File: config.mk
export PLATFORM = sky130hd
export DESIGN_NAME = servo_status_packet_receiver_unit
export DESIGN_NICKNAME = d
export VERILOG_FILES = /design/src/rtl/ssprx_pkg.sv /design/src/rtl/servo_status_packet_receiver_unit.sv
export SDC_FILE = /design/constraint.sdc
export NUM_CORES = 1
export LEC_CHECK = 0
export ABC_AREA = 0
export ABC_CLOCK_PERIOD_IN_PS = 6300
export CAP_MARGIN = 20
export CORE_MARGIN = 5
export CORE_UTILIZATION = 50
export CTS_BUF_LIST = sky130_fd_sc_hd__clkbuf_4 sky130_fd_sc_hd__clkbuf_8 sky130_fd_sc_hd__clkbuf_16
export DETAILED_ROUTE_END_ITERATION = 16
export DONT_BUFFER_PORTS = 1
export PLACE_DENSITY = 0.65
export SLEW_MARGIN = 25
export SYNTH_ARGS = -nofsm -noshare
export SYNTH_HDL_FRONTEND = slang
export SYNTH_SLANG_ARGS = --single-unit
File: constraint.sdc
create_clock -name clk -period 6.3 [get_ports clk]
set_clock_uncertainty 0.2 [all_clocks]
set_input_delay 0.945 -clock clk [delete_from_list [all_inputs] [get_ports clk]]
set_output_delay 0.945 -clock clk [all_outputs]
set_load 0.05 [all_outputs]
File: src/rtl/ssprx_pkg.sv
// Shared types and constants of the servo status packet receiver.
`timescale 1ns / 1ps
package ssprx_pkg;

	typedef enum logic [2:0] {
		PH_HUNT   = 3'd0,
		PH_ID     = 3'd1,
		PH_LEN    = 3'd2,
		PH_STATUS = 3'd3,
		PH_DATA   = 3'd4,
		PH_CSUM   = 3'd5
	} phase_t;

	localparam logic [2:0] ERR_OK       = 3'd0;
	localparam logic [2:0] ERR_NOHDR    = 3'd1;
	localparam logic [2:0] ERR_SHORT    = 3'd2;
	localparam logic [2:0] ERR_CHECKSUM = 3'd3;
	localparam logic [2:0] ERR_ID       = 3'd4;
	localparam logic [2:0] ERR_TIMEOUT  = 3'd5;

	localparam logic OP_BYTE    = 1'b0;
	localparam logic OP_TIMEOUT = 1'b1;

	localparam logic KIND_PAYLOAD = 1'b0;
	localparam logic KIND_REPORT  = 1'b1;

	localparam logic [7:0] HDR_BYTE     = 8'hFF;
	localparam logic [7:0] ANY_ID       = 8'hFE;
	localparam logic [7:0] LIMIT_RESET  = 8'd20;
	localparam logic [7:0] LEN_OVERHEAD = 8'd2;

	localparam logic [1:0] REG_LIMIT = 2'd0;

	typedef struct packed {
		logic [2:0] error_code;
		logic [7:0] payload_len;
		logic [7:0] status_byte;
		logic [7:0] servo_id;
		logic [7:0] data_byte;
		logic       result_kind;
	} result_t;

endpackage

File: src/rtl/servo_status_packet_receiver_unit.sv
// Throughput: one input beat per cycle; a stall on the master side holds the input register.
// An input register feeds the per-byte parser, whose result lands in the output register.
// Reset (arst_n low, asynchronous): parser hunts for the header, search limit 20,
// expected id 0xFE, captured fields and checksum sum cleared, both stages empty.
`timescale 1ns / 1ps
module servo_status_packet_receiver_unit (
	input  logic        clk,
	input  logic        arst_n,
	input  logic        s_axis_tvalid,
	output logic        s_axis_tready,
	input  logic [15:0] s_axis_tdata,   // rx_byte[7:0], exp_id[15:8]
	input  logic        s_axis_tuser,   // op
	output logic        m_axis_tvalid,
	input  logic        m_axis_tready,
	output logic [39:0] m_axis_tdata,   // data_byte, servo_id, status_byte, payload_len, error_code
	output logic        m_axis_tlast,
	input  logic        psel,
	input  logic        penable,
	input  logic        pwrite,
	input  logic [2:0]  paddr,
	input  logic [31:0] pwdata,
	output logic [31:0] prdata,
	output logic        pready
);

	logic        valid_s1;
	logic        op_s1;
	logic [7:0]  byte_s1;
	logic [7:0]  expid_s1;
	logic        advance;

	logic [7:0]  limit_q;

	ssprx_pkg::phase_t phase_q, phase_d;
	logic        prev_ff_q, prev_ff_d;
	logic [7:0]  hunt_q, hunt_d;
	logic [7:0]  exp_q, exp_d;
	logic [7:0]  cid_q, cid_d;
	logic [7:0]  clen_q, clen_d;
	logic [7:0]  cstat_q, cstat_d;
	logic [7:0]  left_q, left_d;
	logic [7:0]  sum_q, sum_d;
	logic        has_res;
	logic [2:0]  res_err;

	ssprx_pkg::result_t res;
	ssprx_pkg::result_t out_q;
	logic        out_valid_q;

	logic [7:0]  limit_eff;
	logic [7:0]  hunt_inc;
	logic [7:0]  sum_add;
	logic [7:0]  left_dec;
	logic        reg_hit;

	assign pready  = 1'b1;
	assign reg_hit = ({1'b0, paddr[2]} == ssprx_pkg::REG_LIMIT);
	assign prdata  = reg_hit ? {24'd0, limit_q} : 32'd0;

	always_ff @(posedge clk or negedge arst_n) begin
		if (!arst_n) begin
			limit_q <= ssprx_pkg::LIMIT_RESET;
		end else if (psel && penable && pwrite && pready && reg_hit) begin
			limit_q <= pwdata[7:0];
		end
	end

	assign advance       = valid_s1 && (!out_valid_q || m_axis_tready);
	assign s_axis_tready = !valid_s1 || advance;

	always_ff @(posedge clk or negedge arst_n) begin
		if (!arst_n) begin
			valid_s1 <= 1'b0;
		end else if (s_axis_tready) begin
			valid_s1 <= s_axis_tvalid;
		end
	end

	always_ff @(posedge clk) begin
		if (s_axis_tready && s_axis_tvalid) begin
			op_s1    <= s_axis_tuser;
			byte_s1  <= s_axis_tdata[7:0];
			expid_s1 <= s_axis_tdata[15:8];
		end
	end

	assign limit_eff = (limit_q == 8'd0) ? 8'd1 : limit_q;
	assign hunt_inc  = hunt_q + 8'd1;
	assign sum_add   = sum_q + byte_s1;
	assign left_dec  = left_q - 8'd1;

	// next state
	always_comb begin
		phase_d   = phase_q;
		prev_ff_d = prev_ff_q;
		hunt_d    = hunt_q;
		exp_d     = exp_q;
		cid_d     = cid_q;
		clen_d    = clen_q;
		cstat_d   = cstat_q;
		left_d    = left_q;
		sum_d     = sum_q;
		has_res   = 1'b0;
		res_err   = ssprx_pkg::ERR_OK;
		if (op_s1 == ssprx_pkg::OP_TIMEOUT) begin
			has_res   = 1'b1;
			res_err   = ssprx_pkg::ERR_TIMEOUT;
			phase_d   = ssprx_pkg::PH_HUNT;
			prev_ff_d = 1'b0;
			hunt_d    = 8'd0;
		end else begin
			case (phase_q)
				ssprx_pkg::PH_HUNT: begin
					exp_d = expid_s1;
					if (byte_s1 == ssprx_pkg::HDR_BYTE && prev_ff_q) begin
						phase_d   = ssprx_pkg::PH_ID;
						prev_ff_d = 1'b0;
						hunt_d    = 8'd0;
						cid_d     = 8'd0;
						clen_d    = 8'd0;
						cstat_d   = 8'd0;
						left_d    = 8'd0;
						sum_d     = 8'd0;
					end else if (hunt_inc >= limit_eff) begin
						has_res   = 1'b1;
						res_err   = ssprx_pkg::ERR_NOHDR;
						cid_d     = 8'd0;
						clen_d    = 8'd0;
						cstat_d   = 8'd0;
						prev_ff_d = 1'b0;
						hunt_d    = 8'd0;
					end else begin
						prev_ff_d = (byte_s1 == ssprx_pkg::HDR_BYTE);
						hunt_d    = hunt_inc;
					end
				end
				ssprx_pkg::PH_ID: begin
					cid_d   = byte_s1;
					sum_d   = byte_s1;
					phase_d = ssprx_pkg::PH_LEN;
				end
				ssprx_pkg::PH_LEN: begin
					if (byte_s1 < ssprx_pkg::LEN_OVERHEAD) begin
						has_res   = 1'b1;
						res_err   = ssprx_pkg::ERR_SHORT;
						clen_d    = 8'd0;
						phase_d   = ssprx_pkg::PH_HUNT;
						prev_ff_d = 1'b0;
						hunt_d    = 8'd0;
					end else begin
						clen_d  = byte_s1;
						sum_d   = sum_add;
						left_d  = byte_s1 - ssprx_pkg::LEN_OVERHEAD;
						phase_d = ssprx_pkg::PH_STATUS;
					end
				end
				ssprx_pkg::PH_STATUS: begin
					cstat_d = byte_s1;
					sum_d   = sum_add;
					phase_d = (left_q != 8'd0) ? ssprx_pkg::PH_DATA : ssprx_pkg::PH_CSUM;
				end
				ssprx_pkg::PH_DATA: begin
					has_res = 1'b1;
					sum_d   = sum_add;
					left_d  = left_dec;
					if (left_dec == 8'd0) begin
						phase_d = ssprx_pkg::PH_CSUM;
					end
				end
				ssprx_pkg::PH_CSUM: begin
					has_res   = 1'b1;
					phase_d   = ssprx_pkg::PH_HUNT;
					prev_ff_d = 1'b0;
					hunt_d    = 8'd0;
					if (byte_s1 != ~sum_q) begin
						res_err = ssprx_pkg::ERR_CHECKSUM;
					end else if (exp_q != ssprx_pkg::ANY_ID && cid_q != exp_q) begin
						res_err = ssprx_pkg::ERR_ID;
					end else begin
						res_err = ssprx_pkg::ERR_OK;
					end
				end
				default: begin
					phase_d   = ssprx_pkg::PH_HUNT;
					prev_ff_d = 1'b0;
					hunt_d    = 8'd0;
				end
			endcase
		end
	end

	// result fields
	always_comb begin
		res.result_kind = (phase_q == ssprx_pkg::PH_DATA && op_s1 == ssprx_pkg::OP_BYTE) ?
			ssprx_pkg::KIND_PAYLOAD : ssprx_pkg::KIND_REPORT;
		res.data_byte   = (res.result_kind == ssprx_pkg::KIND_PAYLOAD) ? byte_s1 : 8'd0;
		res.servo_id    = cid_d;
		res.status_byte = cstat_d;
		res.payload_len = (clen_d >= ssprx_pkg::LEN_OVERHEAD) ?
			clen_d - ssprx_pkg::LEN_OVERHEAD : 8'd0;
		res.error_code  = res_err;
	end

	always_ff @(posedge clk or negedge arst_n) begin
		if (!arst_n) begin
			phase_q   <= ssprx_pkg::PH_HUNT;
			prev_ff_q <= 1'b0;
			hunt_q    <= 8'd0;
			exp_q     <= ssprx_pkg::ANY_ID;
			cid_q     <= 8'd0;
			clen_q    <= 8'd0;
			cstat_q   <= 8'd0;
			left_q    <= 8'd0;
			sum_q     <= 8'd0;
		end else if (advance) begin
			phase_q   <= phase_d;
			prev_ff_q <= prev_ff_d;
			hunt_q    <= hunt_d;
			exp_q     <= exp_d;
			cid_q     <= cid_d;
			clen_q    <= clen_d;
			cstat_q   <= cstat_d;
			left_q    <= left_d;
			sum_q     <= sum_d;
		end
	end

	always_ff @(posedge clk or negedge arst_n) begin
		if (!arst_n) begin
			out_valid_q <= 1'b0;
		end else if (advance && has_res) begin
			out_valid_q <= 1'b1;
		end else if (m_axis_tready) begin
			out_valid_q <= 1'b0;
		end
	end

	always_ff @(posedge clk) begin
		if (advance && has_res) begin
			out_q <= res;
		end
	end

	assign m_axis_tvalid = out_valid_q;
	assign m_axis_tlast  = out_q.result_kind;
	assign m_axis_tdata  = {5'd0, out_q.error_code, out_q.payload_len, out_q.status_byte,
		out_q.servo_id, out_q.data_byte};

endmodule

* Word-level counts from Yosys, hierarchy flattened
Cells that the tools add are included.
W data, S select, Z words.
** Word-level totals
- Register bits :: 123
- Logic and storage cells :: 125
** Operators by class
- $add $sub $neg :: 5
- Mux-type cells :: 50
- Bitwise gates (word level) :: 3
- Equality and inequality tests :: 15
- Reduce and logical (&&, ||, !) cells :: 28
- $lt $le $gt $ge :: 3
** Operator list (number)
- $mux W8 :: 19
- $pmux W8 S2 :: 3
- $pmux W8 S3 :: 2
- $pmux W8 S4 :: 1
- $logic_not A8 Y1 :: 2
- $ne A8 B8 Y1 :: 2
- $sub A8 B2 Y8 const B :: 2
- $mux W3 :: 5
- $pmux W3 S5 :: 1
- $mux W1 :: 14
- $reduce_and A5 Y1 :: 2
- $logic_and A1 B1 Y1 :: 9
- $ne A3 B3 Y1 const B :: 3
- $pmux W3 S3 :: 1
- $reduce_and A3 Y1 :: 3
- $add A8 B1 Y8 const B :: 1
- $add A8 B8 Y8 :: 1
- $eq A8 B8 Y1 const B :: 1
- $ge A8 B2 Y1 const B :: 1
- $ge A8 B8 Y1 :: 1
- $lt A8 B2 Y1 const B :: 1
- $ne A8 B8 Y1 const B :: 1
- $not A8 Y8 :: 1
- $reduce_bool A8 Y1 :: 1
- other kinds (17) :: 26

* Logic depth before layout (Yosys ltp)
Gate-level depths: netlist (run 1).
- Depth after elaboration :: 9
- Mapped depth :: 14

* Worst setup path after synthesis (run 1)
Ideal clock, no wire load.
- Path kind :: register to register
- Start point :: register hunt_q[0]
- End point :: register out_q (netlist bit m_axis_tdata[0]) (enable)
- Setup slack :: 1.706 ns
- Library setup time :: 0.451 ns
- Period minus slack after synthesis :: 4.594 ns
- Data arrival time :: 3.943 ns
- Path buffers :: 0
- Required time :: 5.649 ns
- Cell stages (with the launch flop) :: 10
- Path through :: dfrtp_1 > and3_1 > and3_1 > and3_1 > xor2_1 > ha_1 > nand3_1 > o31ai_2 > a21oi_1 > a31oi_1
** On the way
- Word-level cells in the longest chain between the ends :: 7
** RTL lines
- start: declaration :: RTL line servo_status_packet_receiver_unit.sv:36 : logic [7:0] hunt_q, hunt_d;
- start signal: assignment :: RTL line servo_status_packet_receiver_unit.sv:218 : hunt_q <= hunt_d;
- $add A8 B1 Y8 :: RTL line servo_status_packet_receiver_unit.sv:88 : assign hunt_inc = hunt_q + 8'd1;
- $ge A8 B8 Y1 :: RTL line servo_status_packet_receiver_unit.sv:124 : end else if (hunt_inc >= limit_eff) begin
- $mux W1 :: RTL line servo_status_packet_receiver_unit.sv:124
- $mux W1 :: RTL line servo_status_packet_receiver_unit.sv:115 : if (byte_s1 == ssprx_pkg::HDR_BYTE && prev_ff_q) begin
- $pmux W1 S3 :: RTL line servo_status_packet_receiver_unit.sv:112 : case (phase_q)
- $mux W1 :: RTL line servo_status_packet_receiver_unit.sv:105 : if (op_s1 == ssprx_pkg::OP_TIMEOUT) begin
- $logic_and A1 B1 Y1 :: RTL line servo_status_packet_receiver_unit.sv:239 : if (advance && has_res) begin
- end signal: assignment :: RTL line servo_status_packet_receiver_unit.sv:240 : out_q <= res;
- end: declaration :: RTL line servo_status_packet_receiver_unit.sv:47 : ssprx_pkg::result_t out_q;
Every way passes these cells.
A chain may end at the register's enable or synchronous reset.

* Worst setup path after layout (run 1)
- Start point :: register hunt_q[0]
- End point :: register out_q (netlist bit m_axis_tdata[27]) (data pin)
** On the way
- Word-level cells in the longest chain between the ends :: 7
** RTL lines (RTL line)
- $add A8 B1 Y8 (*) :: servo_status_packet_receiver_unit.sv:88
- $ge A8 B8 Y1 (*) :: servo_status_packet_receiver_unit.sv:124
- $mux W8 (*) :: servo_status_packet_receiver_unit.sv:124
- $mux W8 (*) :: servo_status_packet_receiver_unit.sv:115
- $pmux W8 S2 (*) :: servo_status_packet_receiver_unit.sv:112
- $mux W8 (*) :: servo_status_packet_receiver_unit.sv:105
- $sub A8 B2 Y8 / $ge A8 B2 Y1 (equally long branches) :: servo_status_packet_receiver_unit.sv:200, servo_status_packet_receiver_unit.sv:199
Every way passes the cells marked *; elsewhere a longest branch is shown, timed or not.

==> results of run 1 <==
==> stage by stage <==
| stage | instance area (um^2) | worst slack (ns) | power [mW] | std cells |
|---|---|---|---|---|
| after floorplan | 6521 | 1.706 | 2.586 | 608 |
| after global placement | 6415 | 2.475 | 2.788 | 724 |
| after detailed placement | 6447 | 2.426 | 2.855 | 726 |
| after CTS | 7049 | 2.420 | 3.852 | 758 |
| after global routing | 7059 | 2.141 | 4.069 | 759 |
| final | 7059 | 2.409 | 3.832 | 759 |
==> cell usage in the layout, fill, tap and decap left out, drive strengths merged, types with 19 or more instances in the layout <==
cell type and instances:
edfxtp 53, nor2 39, conb 30, a22o 43, a21oi 25, mux2 19
dfrtp 61, nand2 36, inv 21, ha 20, o21ai 33
==> registers in the layout, summed over array words and instances, names as in the netlist <==
signal	flops
prev_ff_q	1
valid_s1	1
byte_s1	8
cstat_q	8
m_axis_tvalid	1
hunt_q	8
limit_q	8
op_s1	1
exp_q	8
clen_q	8
sum_q	8
phase_q	3
cid_q	8
m_axis_tlast	1
expid_s1	8
left_q	8
m_axis_tdata	35
==> worst paths after layout <==
kind | startpoint | endpoint | slack [ns] | depth (start not counted)
setup / recovery | hunt_q[0]$_DFFE_PN0P_ | m_axis_tdata[27]$_SDFFCE_PN0P_ | 2.41 | 13
hold / removal | arst_n | hunt_q[2]$_DFFE_PN0P_ | 0.02 | 0
setup reg to reg | hunt_q[0]$_DFFE_PN0P_ | m_axis_tdata[27]$_SDFFCE_PN0P_ | 2.41 | 13
hold reg to reg | expid_s1[0]$_DFFE_PP_ | exp_q[0]$_DFFE_PN0P_ | 0.28 | 1
max in group asynchronous | arst_n | sum_q[4]$_DFFE_PN0P_ | 5.13 | 1
min in group clk | expid_s1[0]$_DFFE_PP_ | exp_q[0]$_DFFE_PN0P_ | 0.28 | 1
==> layer usage <==
metal | vias up | part of all wire (%) | GRT usage, %
met3 | 10 | 5.4 | 5.398
met1 | 2156 | 44 | 25.89
met2 | 136 | 49 | 30.48
li1 | 2064 | - | -
met5 | - | 0 | 0
met4 | 0 | 1.1 | 6.228
==> where the power goes <==
part	total [mW]	switching (mW)	leakage [nW]	internal [mW]
Clock	0.981	0.355	0.295	0.626
Combinational	1.29	0.758	1.23	0.528
Sequential	1.56	0.425	1.40	1.14
Total	3.83	1.54	2.92	2.29
==> worst register-to-register path: cells and delay by family (launching register included) <==
| family | cells | cell delay, ns |
|---|---|---|
| adder cells (fa/ha/maj) | 3 | 0.86 |
| AO/OA/AOI/OAI | 5 | 1.41 |
| AND/OR/NAND/NOR | 3 | 0.34 |
| flip-flops | 1 | 0.43 |
| XOR/XNOR | 2 | 0.40 |
==> kinds of logic (layout without fill, tap and decap cells) <==
group                    after synthesis  count (layout)  share of synthesized area (%)
buffers and inverters                 76              55                          6.474
XOR/XNOR                              29              29                          3.959
AND/OR/NAND/NOR                      163             163                          12.81
multiplexers                          22              22                          3.803
other                                  2              30                         0.1170
AO/OA/AOI/OAI                        144             144                          16.34
flip-flops                           123             123                          52.28
adder cells (fa/ha/maj)               21              21                          4.212
==> area by class of cell <==
class                      instances  area [um^2]
fill                            1095         5560
clock buffer                      18        432.9
clock inverter                    14        168.9
timing repair buffer               4        50.05
sequential                       123         3354
inverter                          19        71.32
tap                              172        215.2
multi-input combinational        409         2766
==> what timing repair did <==
action / 4_1_cts / 5_1_grt
hold buffers: 0 / 1
gates resized for setup: 0 / 0
hold endpoints to repair: 0 / 3
==> results.md, run 1 <==
- FP Rows: 41
- Status: finished, final reports clean
- Proportion of layout cells with a drive suffix above 1: 12.95%
- Number of buffers created by CTS: 17
- Synth cell types: 60
- Syn. warnings: 0
- Nature of the critical path endpoint: register
- CTS tree: yes
- Final setup viols: 0
- Initial Utilization: 50.84%
- Via count: 4366
- Number of flops mapped to enable cells by yosys: 53
- Antenna-violating nets left: 0
- Critical path class: register to register
- Worst setup SP type: register
- Clk slew on worst S/H paths: 0.06 ns
- Worst-Margin Slew: 0.9505 ns
- Most numerous cell in the Yosys netlist: dfrtp_1
- Leak: 2.922 nW
- Post-Synthesis Cell Area: 0.006416 mm^2
- Port bufs: 0
- Clock latency at the later pin of the worst-skew pair: 0.42 ns
- Max-cap violations: 0
- Setup TNS: 0 ns
- Area growth from synthesis to layout: 10.02%
- First-pass GRT wire length: 22550 um
- Slew headroom: 36.50%
- Post-synthesis sequential area ratio: 52.28%
- HP Class: input pin to async pin
- IO Count: 135
- Post-DR vias/cell: 5.752
- Ys async rst share: 56.91%
- Mapped Avg Cell Area: 11.06 um^2
- Power Density: 542.8 mW/mm^2
- Placeable Area: 0.01262 mm^2
- Nets: 654
- Util after Layout: 55.94%
- Clk buf depth: 2
- Final Slew Violations: 0
- WP data arrival: 3.84 ns
- DR iter-0 viols: 317
- Critical Path Fanout Max: 11
- Fin. Hold Viols: 0
- Max stage delay on crit path: 0.65 ns
- Fmax: 0.2570 GHz
- Cell count after synthesis: 580
- Synthesized flop and latch total: 123
- Post-route minimum period: 3.891 ns
- Grt ovf: 0
- Crit path top cell by count: ha_1
- Area leader, netlist: edfxtp_1
- Synth area leaders: edfxtp_1, dfrtp_1, a22o_1
- Synth top cells by count: dfrtp_1, edfxtp_1, a22o_1, nor2_1, nand2_1
- Worst hold slack: 0.02451 ns
- Die Footprint: 0.01520 mm^2
- Drt wl/cell: 18.29 um
- Unrepaired setup endpoints after global routing: false
- Period utilisation layout: 61.76%
- First-pass iteration count of the detailed router: 5
- Initial antenna violation count: 0
- DRC violations left: 0
- Hpwl dp: 9529 um
- Die Ht: 123.3 um
- DRT Wirelength: 13880 um
- Delay-heaviest family, CP: compound AO/OA/AOI/OAI gates
- VDD IR-drop max: 0.2043 mV
- Main flop type after synthesis: dfrtp_1
- Post-synth top area share: 24.80%
- CTS Sinks: 123
- Worst path required time: 6.25 ns
- Vias in the first global route: 4255
- Max H-tree Level: 4
- Clock root cell: clkbuf_16
- Post-CTS setup buffer count: 0
- Die Span X: 123.3 um
- Final estimated routing congestion in global placement: 0.8630
- Largest net degree at the start of global routing: 71
- Ant. Diodes: 0
- Gr usage total: 19.31%
- Buf/Inv on CP: 0
- Crit path cell chain: ha_1 -> nand3_1 -> nor2_1 -> xor2_1 -> ha_1 -> a21o_1 -> a21oi_1 -> o31ai_2 -> o21ai_1 -> a22oi_1 -> ha_1 -> xor2_1 -> nor2_1
- Crit path max-delay cell type: o21ai_1
No activity file was read; power rests on OpenSTA's default activity.
==> run 2, diff against run 1 <==
ABC_AREA = 1   (was 0)
ABC_CLOCK_PERIOD_IN_PS = 3600   (was 6300)
clock period = 3.6 ns   (was 6.3 ns; I/O delays follow)
==> run 2 against run 1 <==
Against the previous run: first-iteration DRC count rose by 41%; worst hold slack better by 0.018 ns; core utilization is 2.1 points higher; clock power increased by 63%; power increased by 58%; global-route usage about the same; synthesized area is 0.98% higher; critical path depth increased by 9; sequential cell count is the same; via count is 11% higher; non-clock buffer count increased by 23; sequential share of layout area shrank 1.9 points; critical endpoint is now m_axis_tdata[29]$_SDFFCE_PN0P_; largest cell class unchanged.
==> results.md, run 2 <==
- Area growth from synthesis to layout: 13.54%
- Post-synthesis sequential area ratio: 51.78% (-0.50 points)
- Period utilisation layout: 92.07% (+30 points)
- Mapped Avg Cell Area: 8.949 um^2 (-19%)
- Synth top cells by count: nand2_1, inv_1, nor2_1, dfrtp_1, o21ai_0
- CTS Sinks: 123 (unchanged)
- Leak: 3.354 nW (+15%)
- Clock latency at the later pin of the worst-skew pair: 0.43 ns (about the same)
- WP data arrival: 3.31 ns (-0.53 ns)
- Ys async rst share: 56.91% (unchanged)
- FP Rows: 41 (unchanged)
- GRT met3 Usage: 6.131% (+0.73 points)
- Post-Synthesis Cell Area: 0.006479 mm^2 (+0.98%)
- Number of flip-flops in the largest register: 35 (unchanged)
- Delay-heaviest family, CP: simple AND/OR/NAND/NOR gates
- Synth cell types: 50 (-17%)
- Worst-Margin Slew: 0.9066 ns (-0.04395 ns)
- DR iter-0 viols: 446 (+41%)
- Antenna-violating nets left: 0 (unchanged)
- Nets: 836 (+28%)
- DRT Wirelength: 14140 um (+1.9%)
- Max-cap violations: 0 (unchanged)
- CTS tree: yes
- Main flop type after synthesis: dfrtp_1
- Fin cells: 941 (+24%)
- IO Count: 135 (unchanged)
- GR met1 Demand/Resource: 24.77% (-1.1 points)
- First-pass iteration count of the detailed router: 4 (-1)
- Placed cell count: 887 (+22%)
- Worst setup SP type: register
- VDD IR-drop max: 0.5614 mV (+170%)
- Largest net degree at the start of global routing: 71 (unchanged)
- First-pass GRT wire length: 22380 um (-0.77%)
- Clk slew on worst S/H paths: 0.06 ns (about the same)
- Hpwl dp: 10010 um (+5.0%)
- Max H-tree Level: 4 (unchanged)
- Worst path required time: 3.59 ns (-2.66 ns)
- Slew headroom: 39.34% (+2.8 points)
- Setup TNS: 0 ns (unchanged)
- Critical Path Fanout Max: 9 (-2)
- Via count: 4841 (+11%)
- Most frequent cells in the layout: nand2_1, inv_1, nor2_1, dfrtp_1, o21ai_0
- Met2 usage: 29.87% (-0.60 points)
- Die Footprint: 0.01533 mm^2 (+0.89%)
- Post-DR vias/cell: 5.145 (-11%)
- HP Class: input pin to register
- Clk buf depth: 2 (unchanged)
- Die Span X: 123.8 um (+0.45%)
- Buf/Inv on CP: 5 (+5)
- Cell count after synthesis: 724 (+25%)
- Power Density: 820.7 mW/mm^2 (+51%)
- Most Crowded Layer GR: met2
- Final estimated routing congestion in global placement: 0.9032 (+4.7%)
- Synthesized flop and latch total: 123 (unchanged)
- Number of flops mapped to enable cells by yosys: 53 (unchanged)
- Grt ovf: 0 (unchanged)
- Number of buffers created by CTS: 17 (unchanged)
- Area leader, netlist: edfxtp_1
- Initial Utilization: 51.13% (+0.29 points)
- Fin. Hold Viols: 0 (unchanged)
- Proportion of layout cells with a drive suffix above 1: 11.31% (-1.6 points)
- Crit path cell chain: nand2_1 -> inv_1 -> nand4_1 -> nor2_1 -> nand2_1 -> xor2_1 -> inv_1 -> ha_1 -> a21oi_1 -> o21a_1 -> nand3_4 -> nand2_8 -> nand2_2 -> o21ai_2 -> inv_1 -> ha_1 -> nand2_2 -> inv_1 -> nand2_1 -> nand2_1 -> nand2_1 -> inv_1
- Placeable Area: 0.01267 mm^2 (+0.41%)
- Final Slew Violations: 0 (unchanged)
- Most numerous cell in the Yosys netlist: nand2_1
- Final setup viols: 0 (unchanged)
- Vias in the first global route: 4598 (+8.1%)
- Unrepaired setup endpoints after global routing: false
- Clock root cell: clkbuf_16
- Crit path max-delay cell type: dfrtp_1
- Drt wl/cell: 15.02 um (-18%)
- Max stage delay on crit path: 0.38 ns (-0.27 ns)
- Post-route minimum period: 3.314 ns (-0.5764 ns)
- Status: finished, final reports clean
- Commonest non-fill, non-tap cell in the layout: nand2_1
- Initial antenna violation count: 0 (unchanged)
- DRC violations left: 0 (unchanged)
- Syn. warnings: 0 (unchanged)
- Nature of the critical path endpoint: register
- Critical path class: register to register
- Fmax: 0.3017 GHz (+17%)
- Synth area leaders: edfxtp_1, dfrtp_1, nand2_1
- Gr usage total: 19.35% (+0.039 points)
- Port bufs: 0 (unchanged)
- Die Ht: 123.8 um (+0.45%)
- Post-synth top area share: 24.57% (-0.24 points)
- Filler cell count: 1127 (+2.9%)
- Ant. Diodes: 0 (unchanged)
[run 2: worst paths after layout]
kind / startpoint / to / slack (ns) / cells after the start
min reg2reg: expid_s1[2]$_DFFE_PP_ / exp_q[2]$_DFFE_PN1P_ / 0.26 / 2
min in group asynchronous: arst_n / hunt_q[1]$_DFFE_PN0P_ / 0.44 / 2
min: pwdata[2] / limit_q[2]$_DFFE_PN1P_ / 0.04 / 2
max reg2reg: hunt_q[2]$_DFFE_PN0P_ / m_axis_tdata[29]$_SDFFCE_PN0P_ / 0.29 / 22
max in group asynchronous: arst_n / exp_q[7]$_DFFE_PN1P_ / 2.41 / 2
max: hunt_q[2]$_DFFE_PN0P_ / m_axis_tdata[29]$_SDFFCE_PN0P_ / 0.29 / 22
[run 2: kinds of logic (layout without fill, tap and decap cells)]
kind of cell | after synthesis | in the layout | synth area share, %
AO/OA/AOI/OAI | 128 | 128 | 11.65
XOR/XNOR | 15 | 15 | 2.028
adder cells (fa/ha/maj) | 21 | 21 | 4.172
buffers and inverters | 149 | 166 | 10.68
flip-flops | 123 | 123 | 51.78
other | 2 | 30 | 0.1159
AND/OR/NAND/NOR | 286 | 286 | 19.58
[run 2: area by class of cell]
| cell class | instances | area (um^2) | area share [%] |
|---|---|---|---|
| Clock buffer | 18 | 439.2 | 5.970 |
| Inverter | 107 | 404.1 | 5.494 |
| Multi-Input combinational cell | 480 | 2549 | 34.65 |
| Timing Repair Buffer | 27 | 270.3 | 3.674 |
| Sequential cell | 123 | 3354 | 45.60 |
| Tap cell | 172 | 215.2 | 2.926 |
| Clock inverter | 14 | 123.9 | 1.684 |
[run 2: where the power goes]
part           internal, mW  leakage, nW  switching (mW)
clock network         0.963        0.263           0.640
registers              1.96         1.40           0.524
logic                 0.640         1.69            1.31
[run 2: metal layers]
metal / part of all wire [%] / vias to the layer above
met5: 0 / -
met4: 2.3 / 0
met3: 6.3 / 27
met2: 48 / 163
met1: 43 / 2257
li1: - / 2394
[run 2: metrics by stage]
step | instance area, um^2 | power (mW) | util (%) | hold slack, ns | worst slack, ns
after global routing | 7356 | 6.455 | 58.05 | 0.03180 | 0.009854
after CTS | 7330 | 6.054 | 57.85 | 0.02929 | 0.2229
after global placement | 6549 | 4.314 | 51.68 | 0.04605 | 0.3163
after detailed placement | 6549 | 4.385 | 51.68 | 0.04574 | 0.2443
final | 7356 | 6.037 | 58.05 | 0.04255 | 0.2855
after floorplan | 6584 | 3.992 | - | 0.04441 | 0.5145
[run 2: timing repair]
action                                  4_1_cts  5_1_grt
resized for setup                             0        2
endpoints found under the setup margin        0        2
endpoints found under the hold margin        88        0
hold buffers                                 20        0
buffers inserted                              0        2
==> run 3, diff against run 2 <==
CELL_PAD_IN_SITES_DETAIL_PLACEMENT = 1   (was default)
CELL_PAD_IN_SITES_GLOBAL_PLACEMENT = 2   (was default)
CORE_UTILIZATION = 38   (was 50)
PLACE_DENSITY = 0.79   (was 0.65)
==> run 3 against run 2 <==
Against the previous run: power rose by 3.4%; clock power increased by 7%; critical path type unchanged; final cell count is 4.8% higher.
==> results.md, run 3 (same netlist as run 2, synthesis figures left out) <==
- Commonest non-fill, non-tap cell in the layout: nand2_1
- Power Density: 838.8 mW/mm^2 (+2.2%)
- Die Footprint: 0.01976 mm^2 (+29%)
- Critical path class: register to register
- FP Rows: 47 (+15%)
- Hpwl dp: 12360 um (+24%)
- Filler cell count: 1938 (+72%)
- Final setup viols: 0 (unchanged)
- FF+latch area: 0.003354 mm^2 (unchanged)
- Met2 usage: 32.13% (+2.3 points)
- Multi-input logic area: 0.002549 mm^2 (unchanged)
- Fmax: 0.3029 GHz (+0.40%)
- Post-DR vias/cell: 4.985 (-3.1%)
- Die Span X: 140.6 um (+14%)
- Grt ovf: 0 (unchanged)
- Final estimated routing congestion in global placement: 0.8904 (-1.4%)
- Most frequent cells in the layout: nand2_1, inv_1, nor2_1, dfrtp_1, o21ai_0
- Worst hold slack: 0.02693 ns (-0.01563 ns)
- Initial antenna violation count: 0 (unchanged)
- Clock latency at the later pin of the worst-skew pair: 0.42 ns (about the same)
- WP data arrival: 3.29 ns (-0.02 ns)
- Clock root cell: clkbuf_16
- Antenna-violating nets left: 0 (unchanged)
- R2R cell count: 22 (unchanged)
- DRC violations left: 0 (unchanged)
- Max-cap violations: 0 (unchanged)
- Largest net degree at the start of global routing: 71 (unchanged)
- IO Count: 135 (unchanged)
- Nets: 833 (-0.36%)
- Setup TNS: 0 ns (unchanged)
- Slew headroom: 40.42% (+1.1 points)
- Clk buf depth: 2 (unchanged)
- Unrepaired setup endpoints after global routing: false
- Nature of the critical path endpoint: register
- Port bufs: 0 (unchanged)
- Number of flip-flops in the largest register: 35 (unchanged)
- Final Slew Violations: 0 (unchanged)
- Die Ht: 140.6 um (+14%)
- VDD IR-drop max: 0.4820 mV (-14%)
- Vias in the first global route: 5348 (+16%)
- Proportion of layout cells with a drive suffix above 1: 11.36% (+0.044 points)
- Fin. Hold Viols: 0 (unchanged)
- Initial Utilization: 38.93% (-12 points)
- Critical Path Fanout Max: 9 (unchanged)
- CTS tree: yes
- Worst-Margin Slew: 0.8904 ns (-0.01623 ns)
- Post-route minimum period: 3.301 ns (-0.01333 ns)
- HP Class: input pin to register
- Number of buffers created by CTS: 17 (unchanged)
- Via count: 4915 (+1.5%)
- Worst setup SP type: register
- Ant. Diodes: 0 (unchanged)
- Worst reg2reg setup slack: 0.30 ns (about the same)
- Gr usage total: 18.11% (-1.2 points)
- Placeable Area: 0.01664 mm^2 (+31%)
- Clk slew on worst S/H paths: 0.06 ns (about the same)
- DRT Wirelength: 17050 um (+21%)
- First-pass iteration count of the detailed router: 6 (+2)
- DR iter-0 viols: 150 (-66%)
- Leak: 3.354 nW (about the same)
- Max H-tree Level: 4 (unchanged)
- Hold depth: 1 (-1)
- Worst path required time: 3.58 ns (about the same)
- CTS Sinks: 123 (unchanged)
- GR met1 Demand/Resource: 22.28% (-2.5 points)
- Most Crowded Layer GR: met2
- Drt wl/cell: 17.29 um (+15%)
- Area growth from synthesis to layout: 14.85%
- Period utilisation layout: 91.70% (-0.37 points)
- First-pass GRT wire length: 28290 um (+26%)
- GRT met3 Usage: 4.064% (-2.1 points)
- Status: finished, final reports clean
run 3: cell count changes in the layout (fill, tap and decap cells not counted), sizes merged:
cell,change
buf,-2
bufinv,+1
clkbuf,+2
clkinv,-4
clkinvlp,+1
dlygate4sd3,-1
run 3: what timing repair did:
item / in CTS / in global routing
endpoints found under the setup margin: 0 / 2
resized for setup: 0 / 4
setup buffers: 0 / 2
hold buffers: 19 / 0
endpoints found under the hold margin: 87 / 0
run 3: final timing paths:
| kind | start | endpoint |
|---|---|---|
| worst max-delay path | hunt_q[3]$_DFFE_PN0P_ | m_axis_tdata[29]$_SDFFCE_PN0P_ |
| worst min-delay path | m_axis_tready | m_axis_tvalid$_DFFE_PN0P_ |
| worst max register to register | hunt_q[3]$_DFFE_PN0P_ | m_axis_tdata[29]$_SDFFCE_PN0P_ |
| worst min register to register | expid_s1[0]$_DFFE_PP_ | exp_q[0]$_DFFE_PN0P_ |
| max in group asynchronous | arst_n | exp_q[6]$_DFFE_PN1P_ |
| min in group asynchronous | arst_n | prev_ff_q$_DFFE_PN0P_ |
run 3: worst max-delay path, stage by stage, from the launching register on:
cell and delay [ns]:
dfrtp_1 0.38, nand2_1 0.06, inv_1 0.08, nand4_1 0.14
nor2_1 0.12, nand2_1 0.07, xor2_1 0.16, inv_1 0.06
ha_1 0.30, a21oi_1 0.16, o21a_1 0.22, nand3_4 0.15
nand2_8 0.13, nand2_2 0.07, o21ai_2 0.08, inv_2 0.09
ha_1 0.22, nand2_2 0.11, inv_1 0.06, nand2_1 0.05
nand2_1 0.05, nand2_1 0.06, inv_1 0.03
run 3: power breakdown:
group	total (mW)	leakage, nW	internal [mW]	switching, mW
logic	2.02	1.68	0.639	1.38
registers	2.50	1.40	1.96	0.540
clock network	1.72	0.275	1.07	0.650
run 3: through the flow:
step / utilization (%) / power, mW / cell area (um^2) / setup slack (ns) / cells
final: 44.71 / 6.241 / 7441 / 0.2989 / 986
after global routing: 44.71 / 6.680 / 7441 / 0.01025 / 986
after CTS: 44.55 / 6.282 / 7415 / 0.1078 / 984
after detailed placement: 39.70 / 4.485 / 6606 / 0.1733 / 933
after global placement: 39.70 / 4.385 / 6606 / 0.2866 / 933
after floorplan: - / 3.992 / 6584 / 0.5145 / 752
run 3: cell type report:
| class | instances | area share (%) |
|---|---|---|
| clock buffers | 20 | 6.188 |
| flip-flops and latches | 123 | 45.08 |
| well taps | 220 | 3.699 |
| clock inverters | 12 | 1.883 |
| inverters | 107 | 5.431 |
| multi-input cells | 480 | 34.25 |
| repair buffers | 24 | 3.464 |
run 3: per-layer routing:
layer	routed length, um	share of wire [%]	vias to the layer above
met5	0	0	-
met4	156	0.92	0
met3	647	3.8	10
met2	8765	51	89
met1	7480	44	2433
li1	-	-	2383
